$ cat src/hsp_pkg.sv
// Shared types and constants for the HTTP status header parser.
package hsp_pkg;

    // Input transaction payload
    typedef struct packed {
        logic       command;
        logic [7:0] data_byte;
    } in_item_t;

    // Result transaction payload
    typedef struct packed {
        logic [1:0]  outcome;
        logic [15:0] status_code;
    } out_item_t;

    // Input command codes
    localparam logic CMD_BYTE  = 1'b0;
    localparam logic CMD_CLOSE = 1'b1;

    // Result outcome codes
    typedef enum logic [1:0] {
        OUTCOME_OK        = 2'd0,
        OUTCOME_BAD_CODE  = 2'd1,
        OUTCOME_TOO_LONG  = 2'd2,
        OUTCOME_CONN_LOST = 2'd3
    } outcome_t;

    // Number scanner phases
    typedef enum logic [1:0] {
        NUM_SKIP_WS = 2'd0,
        NUM_SIGN    = 2'd1,
        NUM_DIGITS  = 2'd2,
        NUM_STOP    = 2'd3
    } num_phase_t;

    // Classified item passed from front to back
    typedef struct packed {
        logic       closed;
        logic       newline;
        logic       space;
        logic       white;
        logic       plus;
        logic       minus;
        logic       digit;
        logic [3:0] digit_val;
        logic       nul;
        logic [3:0] prefix_hit;
    } byte_class_t;

    localparam logic [15:0] STATUS_OK       = 16'd200;
    localparam logic [15:0] STATUS_FAIL     = 16'd404;
    localparam logic [7:0]  MAX_LINES_RESET = 8'd20;
    localparam logic [2:0]  POS_SAT         = 3'd7;
    localparam logic [2:0]  PREFIX_LEN      = 3'd4;
    localparam int          QUEUE_DEPTH     = 2;

    localparam logic [7:0] CHAR_NL    = 8'h0A;
    localparam logic [7:0] CHAR_SPACE = 8'h20;
    localparam logic [7:0] CHAR_TAB   = 8'h09;
    localparam logic [7:0] CHAR_CR    = 8'h0D;
    localparam logic [7:0] CHAR_PLUS  = 8'h2B;
    localparam logic [7:0] CHAR_MINUS = 8'h2D;
    localparam logic [7:0] CHAR_ZERO  = 8'h30;
    localparam logic [7:0] CHAR_NINE  = 8'h39;
    localparam logic [7:0] CHAR_NUL   = 8'h00;

    // Expected bytes of the status line prefix, position 0 first
    localparam logic [7:0] PREFIX_TEXT [4] = '{8'h48, 8'h54, 8'h54, 8'h50};

endpackage

$ cat src/http_status_header_parser_unit.sv
// HTTP status header parser: front classifier, two-entry queue, back parser.
// A byte is stored in the queue; its result then goes to the result register.
// Throughput: one byte per cycle unless the queue is full or a result waits.
// The two-entry queue and the result register let input and output stall separately.
// Reset (rst_n low, asynchronous) empties the queue, clears the result and parser
// state, and sets max_lines to 20.
module http_status_header_parser_unit
    import hsp_pkg::*;
(
    input  logic       clk,
    input  logic       rst_n,
    input  logic       cfg_wr_en,
    input  logic [7:0] cfg_wr_data,
    input  logic       in_valid,
    output logic       in_ready,
    input  in_item_t   in_data,
    output logic       out_valid,
    input  logic       out_ready,
    output out_item_t  out_data
);

    logic        q_full;
    logic        q_push;
    logic        q_pop;
    logic        q_valid;
    byte_class_t q_in_item;
    byte_class_t q_out_item;

    // Classify incoming bytes
    hsp_front u_front (
        .in_valid (in_valid),
        .in_ready (in_ready),
        .in_data  (in_data),
        .q_full   (q_full),
        .q_push   (q_push),
        .q_item   (q_in_item)
    );

    // Decouple front and back
    hsp_queue u_queue (
        .clk       (clk),
        .rst_n     (rst_n),
        .push      (q_push),
        .push_item (q_in_item),
        .full      (q_full),
        .pop       (q_pop),
        .valid     (q_valid),
        .pop_item  (q_out_item)
    );

    // Parse lines and hold results
    hsp_back u_back (
        .clk         (clk),
        .rst_n       (rst_n),
        .cfg_wr_en   (cfg_wr_en),
        .cfg_wr_data (cfg_wr_data),
        .q_valid     (q_valid),
        .q_item      (q_out_item),
        .q_pop       (q_pop),
        .out_valid   (out_valid),
        .out_ready   (out_ready),
        .out_data    (out_data)
    );

    // A successful header always reports status 200
    assert property (@(posedge clk) disable iff (!rst_n)
        out_valid && (out_data.outcome == OUTCOME_OK) |-> out_data.status_code == STATUS_OK)
        else $error("ok outcome without status 200");

    // Line limit and lost connection always report 404
    assert property (@(posedge clk) disable iff (!rst_n)
        out_valid && ((out_data.outcome == OUTCOME_TOO_LONG) ||
                      (out_data.outcome == OUTCOME_CONN_LOST))
        |-> out_data.status_code == STATUS_FAIL)
        else $error("failure outcome without status 404");

    // An accepted transaction is queued for the back end on the next cycle
    assert property (@(posedge clk) disable iff (!rst_n)
        in_valid && in_ready |=> q_valid)
        else $error("accepted transaction missing from queue");

    // The back end never pops an empty queue
    assert property (@(posedge clk) disable iff (!rst_n)
        q_pop |-> q_valid)
        else $error("pop from empty queue");

endmodule

$ cat src/hsp_front.sv
// Front end: accepts input transactions and classifies each byte.
module hsp_front
    import hsp_pkg::*;
(
    input  logic        in_valid,
    output logic        in_ready,
    input  in_item_t    in_data,
    input  logic        q_full,
    output logic        q_push,
    output byte_class_t q_item
);

    logic [7:0] b;

    // Accept whenever the queue has room
    assign in_ready = !q_full;
    assign q_push   = in_valid && !q_full;
    assign b        = in_data.data_byte;

    // Classify the byte against every character group the parser uses
    always_comb
    begin
        q_item.closed    = (in_data.command == CMD_CLOSE);
        q_item.newline   = (b == CHAR_NL);
        q_item.space     = (b == CHAR_SPACE);
        q_item.white     = (b == CHAR_SPACE) || ((b >= CHAR_TAB) && (b <= CHAR_CR));
        q_item.plus      = (b == CHAR_PLUS);
        q_item.minus     = (b == CHAR_MINUS);
        q_item.digit     = (b >= CHAR_ZERO) && (b <= CHAR_NINE);
        q_item.digit_val = b[3:0];
        q_item.nul       = (b == CHAR_NUL);
        for (int i = 0; i < 4; i++)
        begin
            q_item.prefix_hit[i] = (b == PREFIX_TEXT[i]);
        end
    end

endmodule

$ cat src/hsp_queue.sv
// Two-entry queue of classified items between front and back.
module hsp_queue
    import hsp_pkg::*;
(
    input  logic        clk,
    input  logic        rst_n,
    input  logic        push,
    input  byte_class_t push_item,
    output logic        full,
    input  logic        pop,
    output logic        valid,
    output byte_class_t pop_item
);

    byte_class_t mem [QUEUE_DEPTH];
    logic        wr_ptr_reg;
    logic        wr_ptr_next;
    logic        rd_ptr_reg;
    logic        rd_ptr_next;
    logic [1:0]  count_reg;
    logic [1:0]  count_next;

    assign full     = (count_reg == 2'(QUEUE_DEPTH));
    assign valid    = (count_reg != 2'd0);
    assign pop_item = mem[rd_ptr_reg];

    // Advance pointers and occupancy
    always_comb
    begin
        wr_ptr_next = push ? !wr_ptr_reg : wr_ptr_reg;
        rd_ptr_next = pop ? !rd_ptr_reg : rd_ptr_reg;
        count_next  = count_reg;
        if (push && !pop)
        begin
            count_next = count_reg + 2'd1;
        end
        else if (pop && !push)
        begin
            count_next = count_reg - 2'd1;
        end
    end

    always_ff @(posedge clk or negedge rst_n)
    begin
        if (!rst_n)
        begin
            wr_ptr_reg <= 1'b0;
            rd_ptr_reg <= 1'b0;
            count_reg  <= 2'd0;
        end
        else
        begin
            wr_ptr_reg <= wr_ptr_next;
            rd_ptr_reg <= rd_ptr_next;
            count_reg  <= count_next;
        end
    end

    // Store the pushed entry
    always_ff @(posedge clk)
    begin
        if (push)
        begin
            mem[wr_ptr_reg] <= push_item;
        end
    end

endmodule

$ cat src/hsp_back.sv
// Back end: line tracking, status scanning and the result register.
module hsp_back
    import hsp_pkg::*;
(
    input  logic        clk,
    input  logic        rst_n,
    input  logic        cfg_wr_en,
    input  logic [7:0]  cfg_wr_data,
    input  logic        q_valid,
    input  byte_class_t q_item,
    output logic        q_pop,
    output logic        out_valid,
    input  logic        out_ready,
    output out_item_t   out_data
);

    logic [7:0]  max_lines_reg;
    logic [2:0]  line_pos_reg;
    logic [2:0]  line_pos_next;
    logic        prefix_match_reg;
    logic        prefix_match_next;
    logic        space_seen_reg;
    logic        space_seen_next;
    num_phase_t  phase_reg;
    num_phase_t  phase_next;
    logic        negative_reg;
    logic        negative_next;
    logic [15:0] status_reg;
    logic [15:0] status_next;
    logic [7:0]  line_count_reg;
    logic [7:0]  line_count_next;
    logic        out_valid_reg;
    logic        out_valid_next;
    out_item_t   out_data_reg;
    out_item_t   out_data_next;

    logic        advance;
    logic        emit;
    outcome_t    emit_outcome;
    logic [15:0] emit_code;
    logic [7:0]  count_inc;
    logic [15:0] signed_status;
    logic [15:0] status_times_ten;

    // Process one queued transaction whenever the result slot can take a result
    assign advance   = q_valid && (!out_valid_reg || out_ready);
    assign q_pop     = advance;
    assign out_valid = out_valid_reg;
    assign out_data  = out_data_reg;

    assign count_inc        = line_count_reg + 8'd1;
    assign signed_status    = negative_reg ? (16'd0 - status_reg) : status_reg;
    assign status_times_ten = {status_reg[12:0], 3'b000} + {status_reg[14:0], 1'b0};

    // Parser next state
    always_comb
    begin
        line_pos_next     = line_pos_reg;
        prefix_match_next = prefix_match_reg;
        space_seen_next   = space_seen_reg;
        phase_next        = phase_reg;
        negative_next     = negative_reg;
        status_next       = status_reg;
        line_count_next   = line_count_reg;
        emit              = 1'b0;
        emit_outcome      = OUTCOME_OK;
        emit_code         = STATUS_OK;

        if (q_item.closed)
        begin
            emit         = 1'b1;
            emit_outcome = OUTCOME_CONN_LOST;
            emit_code    = STATUS_FAIL;
        end
        else if (q_item.newline)
        begin
            line_count_next = count_inc;
            if (count_inc >= max_lines_reg)
            begin
                emit         = 1'b1;
                emit_outcome = OUTCOME_TOO_LONG;
                emit_code    = STATUS_FAIL;
            end
            else if (prefix_match_reg && (line_pos_reg >= PREFIX_LEN))
            begin
                if (space_seen_reg)
                begin
                    status_next = signed_status;
                    if (signed_status != STATUS_OK)
                    begin
                        emit         = 1'b1;
                        emit_outcome = OUTCOME_BAD_CODE;
                        emit_code    = signed_status;
                    end
                end
            end
            else if (line_pos_reg == 3'd1)
            begin
                emit = 1'b1;
                if (status_reg == STATUS_OK)
                begin
                    emit_outcome = OUTCOME_OK;
                    emit_code    = STATUS_OK;
                end
                else
                begin
                    emit_outcome = OUTCOME_BAD_CODE;
                    emit_code    = STATUS_FAIL;
                end
            end
            // Start a new line
            line_pos_next     = 3'd0;
            prefix_match_next = 1'b1;
            space_seen_next   = 1'b0;
            phase_next        = NUM_SKIP_WS;
            negative_next     = 1'b0;
        end
        else
        begin
            if (line_pos_reg < PREFIX_LEN)
            begin
                if (!q_item.prefix_hit[line_pos_reg[1:0]])
                begin
                    prefix_match_next = 1'b0;
                end
            end
            else if (prefix_match_reg)
            begin
                if (!space_seen_reg)
                begin
                    if (q_item.space)
                    begin
                        space_seen_next = 1'b1;
                        status_next     = 16'd0;
                        phase_next      = NUM_SKIP_WS;
                        negative_next   = 1'b0;
                    end
                    else if (q_item.nul)
                    begin
                        prefix_match_next = 1'b0;
                    end
                end
                else
                begin
                    // Scan the number by atoi rules
                    case (phase_reg)
                        NUM_SKIP_WS:
                        begin
                            if (q_item.white)
                            begin
                                phase_next = NUM_SKIP_WS;
                            end
                            else if (q_item.plus)
                            begin
                                phase_next = NUM_SIGN;
                            end
                            else if (q_item.minus)
                            begin
                                negative_next = 1'b1;
                                phase_next    = NUM_SIGN;
                            end
                            else if (q_item.digit)
                            begin
                                status_next = status_times_ten + {12'd0, q_item.digit_val};
                                phase_next  = NUM_DIGITS;
                            end
                            else
                            begin
                                phase_next = NUM_STOP;
                            end
                        end
                        NUM_SIGN, NUM_DIGITS:
                        begin
                            if (q_item.digit)
                            begin
                                status_next = status_times_ten + {12'd0, q_item.digit_val};
                                phase_next  = NUM_DIGITS;
                            end
                            else
                            begin
                                phase_next = NUM_STOP;
                            end
                        end
                        default:
                        begin
                            phase_next = NUM_STOP;
                        end
                    endcase
                end
            end
            if (line_pos_reg != POS_SAT)
            begin
                line_pos_next = line_pos_reg + 3'd1;
            end
        end

        // Re-arm after any result
        if (emit)
        begin
            line_pos_next     = 3'd0;
            prefix_match_next = 1'b1;
            space_seen_next   = 1'b0;
            phase_next        = NUM_SKIP_WS;
            negative_next     = 1'b0;
            status_next       = 16'd0;
            line_count_next   = 8'd0;
        end
    end

    // Result register: load on a result, drop once taken
    always_comb
    begin
        out_valid_next = out_valid_reg && !out_ready;
        out_data_next  = out_data_reg;
        if (advance && emit)
        begin
            out_valid_next            = 1'b1;
            out_data_next.outcome     = emit_outcome;
            out_data_next.status_code = emit_code;
        end
    end

    always_ff @(posedge clk or negedge rst_n)
    begin
        if (!rst_n)
        begin
            max_lines_reg    <= MAX_LINES_RESET;
            line_pos_reg     <= 3'd0;
            prefix_match_reg <= 1'b1;
            space_seen_reg   <= 1'b0;
            phase_reg        <= NUM_SKIP_WS;
            negative_reg     <= 1'b0;
            status_reg       <= 16'd0;
            line_count_reg   <= 8'd0;
            out_valid_reg    <= 1'b0;
        end
        else
        begin
            if (cfg_wr_en)
            begin
                max_lines_reg <= cfg_wr_data;
            end
            if (advance)
            begin
                line_pos_reg     <= line_pos_next;
                prefix_match_reg <= prefix_match_next;
                space_seen_reg   <= space_seen_next;
                phase_reg        <= phase_next;
                negative_reg     <= negative_next;
                status_reg       <= status_next;
                line_count_reg   <= line_count_next;
            end
            out_valid_reg <= out_valid_next;
        end
    end

    // Result payload
    always_ff @(posedge clk)
    begin
        out_data_reg <= out_data_next;
    end

endmodule
$ cat config.mk
export PLATFORM = sky130hd
export DESIGN_NAME = http_status_header_parser_unit
export DESIGN_NICKNAME = d
export VERILOG_FILES = /design/src/hsp_pkg.sv /design/src/http_status_header_parser_unit.sv /design/src/hsp_front.sv /design/src/hsp_queue.sv /design/src/hsp_back.sv
export SDC_FILE = /design/constraint.sdc
export NUM_CORES = 1
export LEC_CHECK = 0
export ABC_AREA = 1
export BUFFER_PORTS_ARGS = -buffer_cell sky130_fd_sc_hd__buf_2
export CAP_MARGIN = 20
export CORE_UTILIZATION = 50
export CTS_CLUSTER_DIAMETER = 120
export CTS_CLUSTER_SIZE = 12
export DETAILED_ROUTE_END_ITERATION = 6
export GPL_ROUTABILITY_DRIVEN = 1
export PLACE_DENSITY_LB_ADDON = 0.15
export SLEW_MARGIN = 5
export SYNTH_ARGS = -nofsm -noshare
export SYNTH_HDL_FRONTEND = slang
export SYNTH_HIERARCHICAL = 1
export SYNTH_SLANG_ARGS = --single-unit
$ cat constraint.sdc
create_clock -name clk -period 3.92 [get_ports clk]
set_input_delay 0.588 -clock clk [delete_from_list [all_inputs] [get_ports clk]]
set_output_delay 0.588 -clock clk [all_outputs]
set_load 0.1 [all_outputs]
==> results.py <==
metrics = {
    "clocking": {
        "htreeDepth": 3,
        "clk_root_buffer_cell": "clkbuf_16",
        "clkTransAtPathRegs_ps": 60,
        "postCtsResizedCells": 0,
        "clock_sinks": 95,
        "post_cts_hold_buffer_count": 0,
        "clock_tree_from_tritoncts": "yes",
        "cts-root-to-sink-buffers": 2,
        "post_cts.repair.setup_buffers": 0,
        "clk-insertion-delay-late_ps": 340,
        "cts_made_buffers": 9,
    },
    "floorplan": {
        "die_width_um": 112,
        "core_area_sq_mm": 0.0116,
        "io_pins": 42,
        "initial_utilization": 0.524,
        "fp.dieArea_sq_mm": 0.0126,
        "chipHeight_um": 112,
        "core.rowCount": 39,
    },
    "final_layout": {
        "final_cell_mix": "nand2_1, inv_1, nor2_1, edfxtp_1",
        "largest_register_ff_count": 32,
        "num_antenna_cells": 0,
        "layout-area-overhead-vs-synth_pct": 9.07,
        "layout.cells.most_common": "nand2_1",
        "final_net_count": 817,
        "layout-drive-gt1-share": 0.138,
    },
    "power_and_ir_drop": {
        "design_power_total_mw": 5.40,
        "total_leakage_power_nw": 3.10,
        "power_dens_cells_mw_per_mm2": 814,
        "vdd.ir_drop.worst_mv": 0.806,
    },
    "drt": {
        "postRouteWirelength_mm": 13.7,
        "drt-vias-per-instance": 5.46,
        "drt-initial-drc-count": 402,
        "wl_per_cell_um": 15.3,
        "antenna_violating_nets_post_route": 0,
        "remaining_drcs": 3,
        "num_vias": 4912,
        "drt_pass1_iterations": 7,
    },
    "critical_path": {
        "worst-endpoint-required_ps": 4180,
        "startpoint_type": "register",
        "timing.critical_path.cells": "inv_1, nor3_1, nand3_1, nor3_1, xor2_1, ha_1, nand4_1, inv_1, nand4_1, o2111ai_1, nor3_1, nand4_1, nand2_1, inv_1, nand2_4, nand2_1, o21ai_1",
        "timing.setup.critical_path_class": "reg2reg",
        "cp_num_cells": 17,
        "timing.critical_path.slowest_stage_cell": "nor3_1",
        "cp_num_buf_inv": 3,
        "highest_fanout_seen_on_the_critical_path": 30,
        "timing.critical_path.max_delay_family": "simple AND/OR/NAND/NOR gates",
        "critPathArrivalTime_ps": 3750,
        "r2r.worst_path.cells": 17,
        "cp-end-kind": "register",
        "timing.critical_path.slowest_cell_delay_ps": 480,
    },
    "status": {
        "status": "finished, violations left",
        "violations_in_the_final_reports": "design-rule violations",
    },
    "sta": {
        "hold_violations": 0,
        "worst_rel_slew_slack": 0.407,
        "setup_viol_count_final": 0,
        "clock.fmax_ghz": 0.286,
        "totalNegativeSetupSlack_ps": 0,
        "period_minus_slack_ps": 3490,
        "rsz0062_at_grt": "false",
        "final_max_slew_viol_count": 0,
        "timing_worst_slew_pin_value_ps": 890,
        "final.setup_skew_ps": 7.11,
        "finalCritPeriodShare": 0.891,
    },
    "global_routing": {
        "grt_pass1_wl_mm": 22.7,
        "largest_net_degree_at_the_start_of_global_routing": 46,
        "gr-usage-all-layers": 0.230,
        "vias_in_the_first_global_route": 4683,
        "global_route.overflow_total": 0,
        "antenna_found_initial": 0,
    },
    "yosys": {
        "area_of_the_mapped_netlist_sq_mm": 0.00608,
        "synth_async_sr_flop_share": 0.474,
        "synthesis.nets": 779,
        "ys_seq_elements": 95,
        "ys.warnings.count": 6,
        "synth_cells": 713,
        "synth-seq-area-share": 0.433,
        "synth_edf_count": 50,
        "synth.lib_cells_used.distinct": 50,
        "avgSynthCellArea_sq_um": 8.53,
        "synth_flop_cell": "edfxtp_1",
    },
    "worst_hold_path": {
        "min_path_type": "in2async",
    },
    "place": {
        "gp_routability_congestion": 0.876,
        "dp.final_hpwl_mm": 10.3,
        "io_buffer_count": 41,
    },
    "job": {
        "max_cap_violations": 0,
    },
}
-- Yosys cell counts (6+ instances only) --
cell type	instances	area, sq um
nor2_2	6	37.5
nor2_1	64	240
nand3_1	31	155
o22ai_1	9	56.3
nand2_1	171	642
buf_4	6	45.0
inv_1	98	368
dfrtp_1	42	1050
edfxtp_1	50	1500
ha_1	42	526
o21ai_1	14	70.1
xor2_1	12	105
a21oi_1	31	155
mux2_2	8	90.1
nor3_1	8	40.0
o21ai_0	38	190
mux2_4	9	135
nand4_1	10	62.6
-- stage by stage --
stage / cell area, sq um / hold WS [ps] / std cells / setup WS [ps] / util
finish: 6630 / 141 / 899 / 429 / 0.571
global route: 6630 / 153 / 899 / 120 / 0.571
CTS: 6610 / 418 / 898 / 470 / 0.569
detailed placement: 6350 / 474 / 882 / 554 / 0.546
global placement: 6350 / 456 / 882 / 698 / 0.546
floorplan: 6080 / 292 / 713 / 1060 / -
-- layout make-up --
| cell class | count | area [sq um] |
|---|---|---|
| Multi-Input combinational cell | 499 | 2930 |
| Clock inverter | 5 | 35.0 |
| Clock buffer | 11 | 233 |
| Tap cell | 143 | 179 |
| Fill cell | 1060 | 4980 |
| Inverter | 101 | 379 |
| Sequential cell | 95 | 2630 |
| Timing Repair Buffer | 45 | 248 |
-- report_power, final --
group	internal, mW	leakage [nW]	switching [mW]
clock network	0.430	0.129	0.365
registers	1.38	1.07	0.215
logic	0.809	1.90	2.20
-- logic make-up after synthesis --
group | Yosys count | synth area share
AND/OR/NAND/NOR | 309 | 0.223
adder cells (fa/ha/maj) | 44 | 0.0930
AO/OA/AOI/OAI | 112 | 0.104
flip-flops | 95 | 0.433
XOR/XNOR | 17 | 0.0245
buffers and inverters | 119 | 0.0858
multiplexers | 17 | 0.0370
-- per-layer routing --
layer | GRT usage | share of wire
met2 | 0.381 | 0.47
met5 | 0 | 0
met1 | 0.311 | 0.48
met3 | 0.0427 | 0.043
met4 | 0.0640 | 0.011
-- path summary, 6_finish.rpt --
| check | start | to | slack, ps |
|---|---|---|---|
| worst max-delay path | u_back/line_count_reg[2] | u_back/status_reg[5] | 430 |
| worst min register to register | u_back/prefix_match_reg | u_back/prefix_match_reg | 500 |
| worst min-delay path | rst_n | u_back/status_reg[14] | 140 |
| min in group clk | in_data[8] | u_queue/mem[0][15] | 430 |
| max in group asynchronous | rst_n | u_back/prefix_match_reg | 3200 |
| worst max register to register | u_back/line_count_reg[2] | u_back/status_reg[5] | 430 |
No activity file was read; power rests on OpenSTA's default activity.
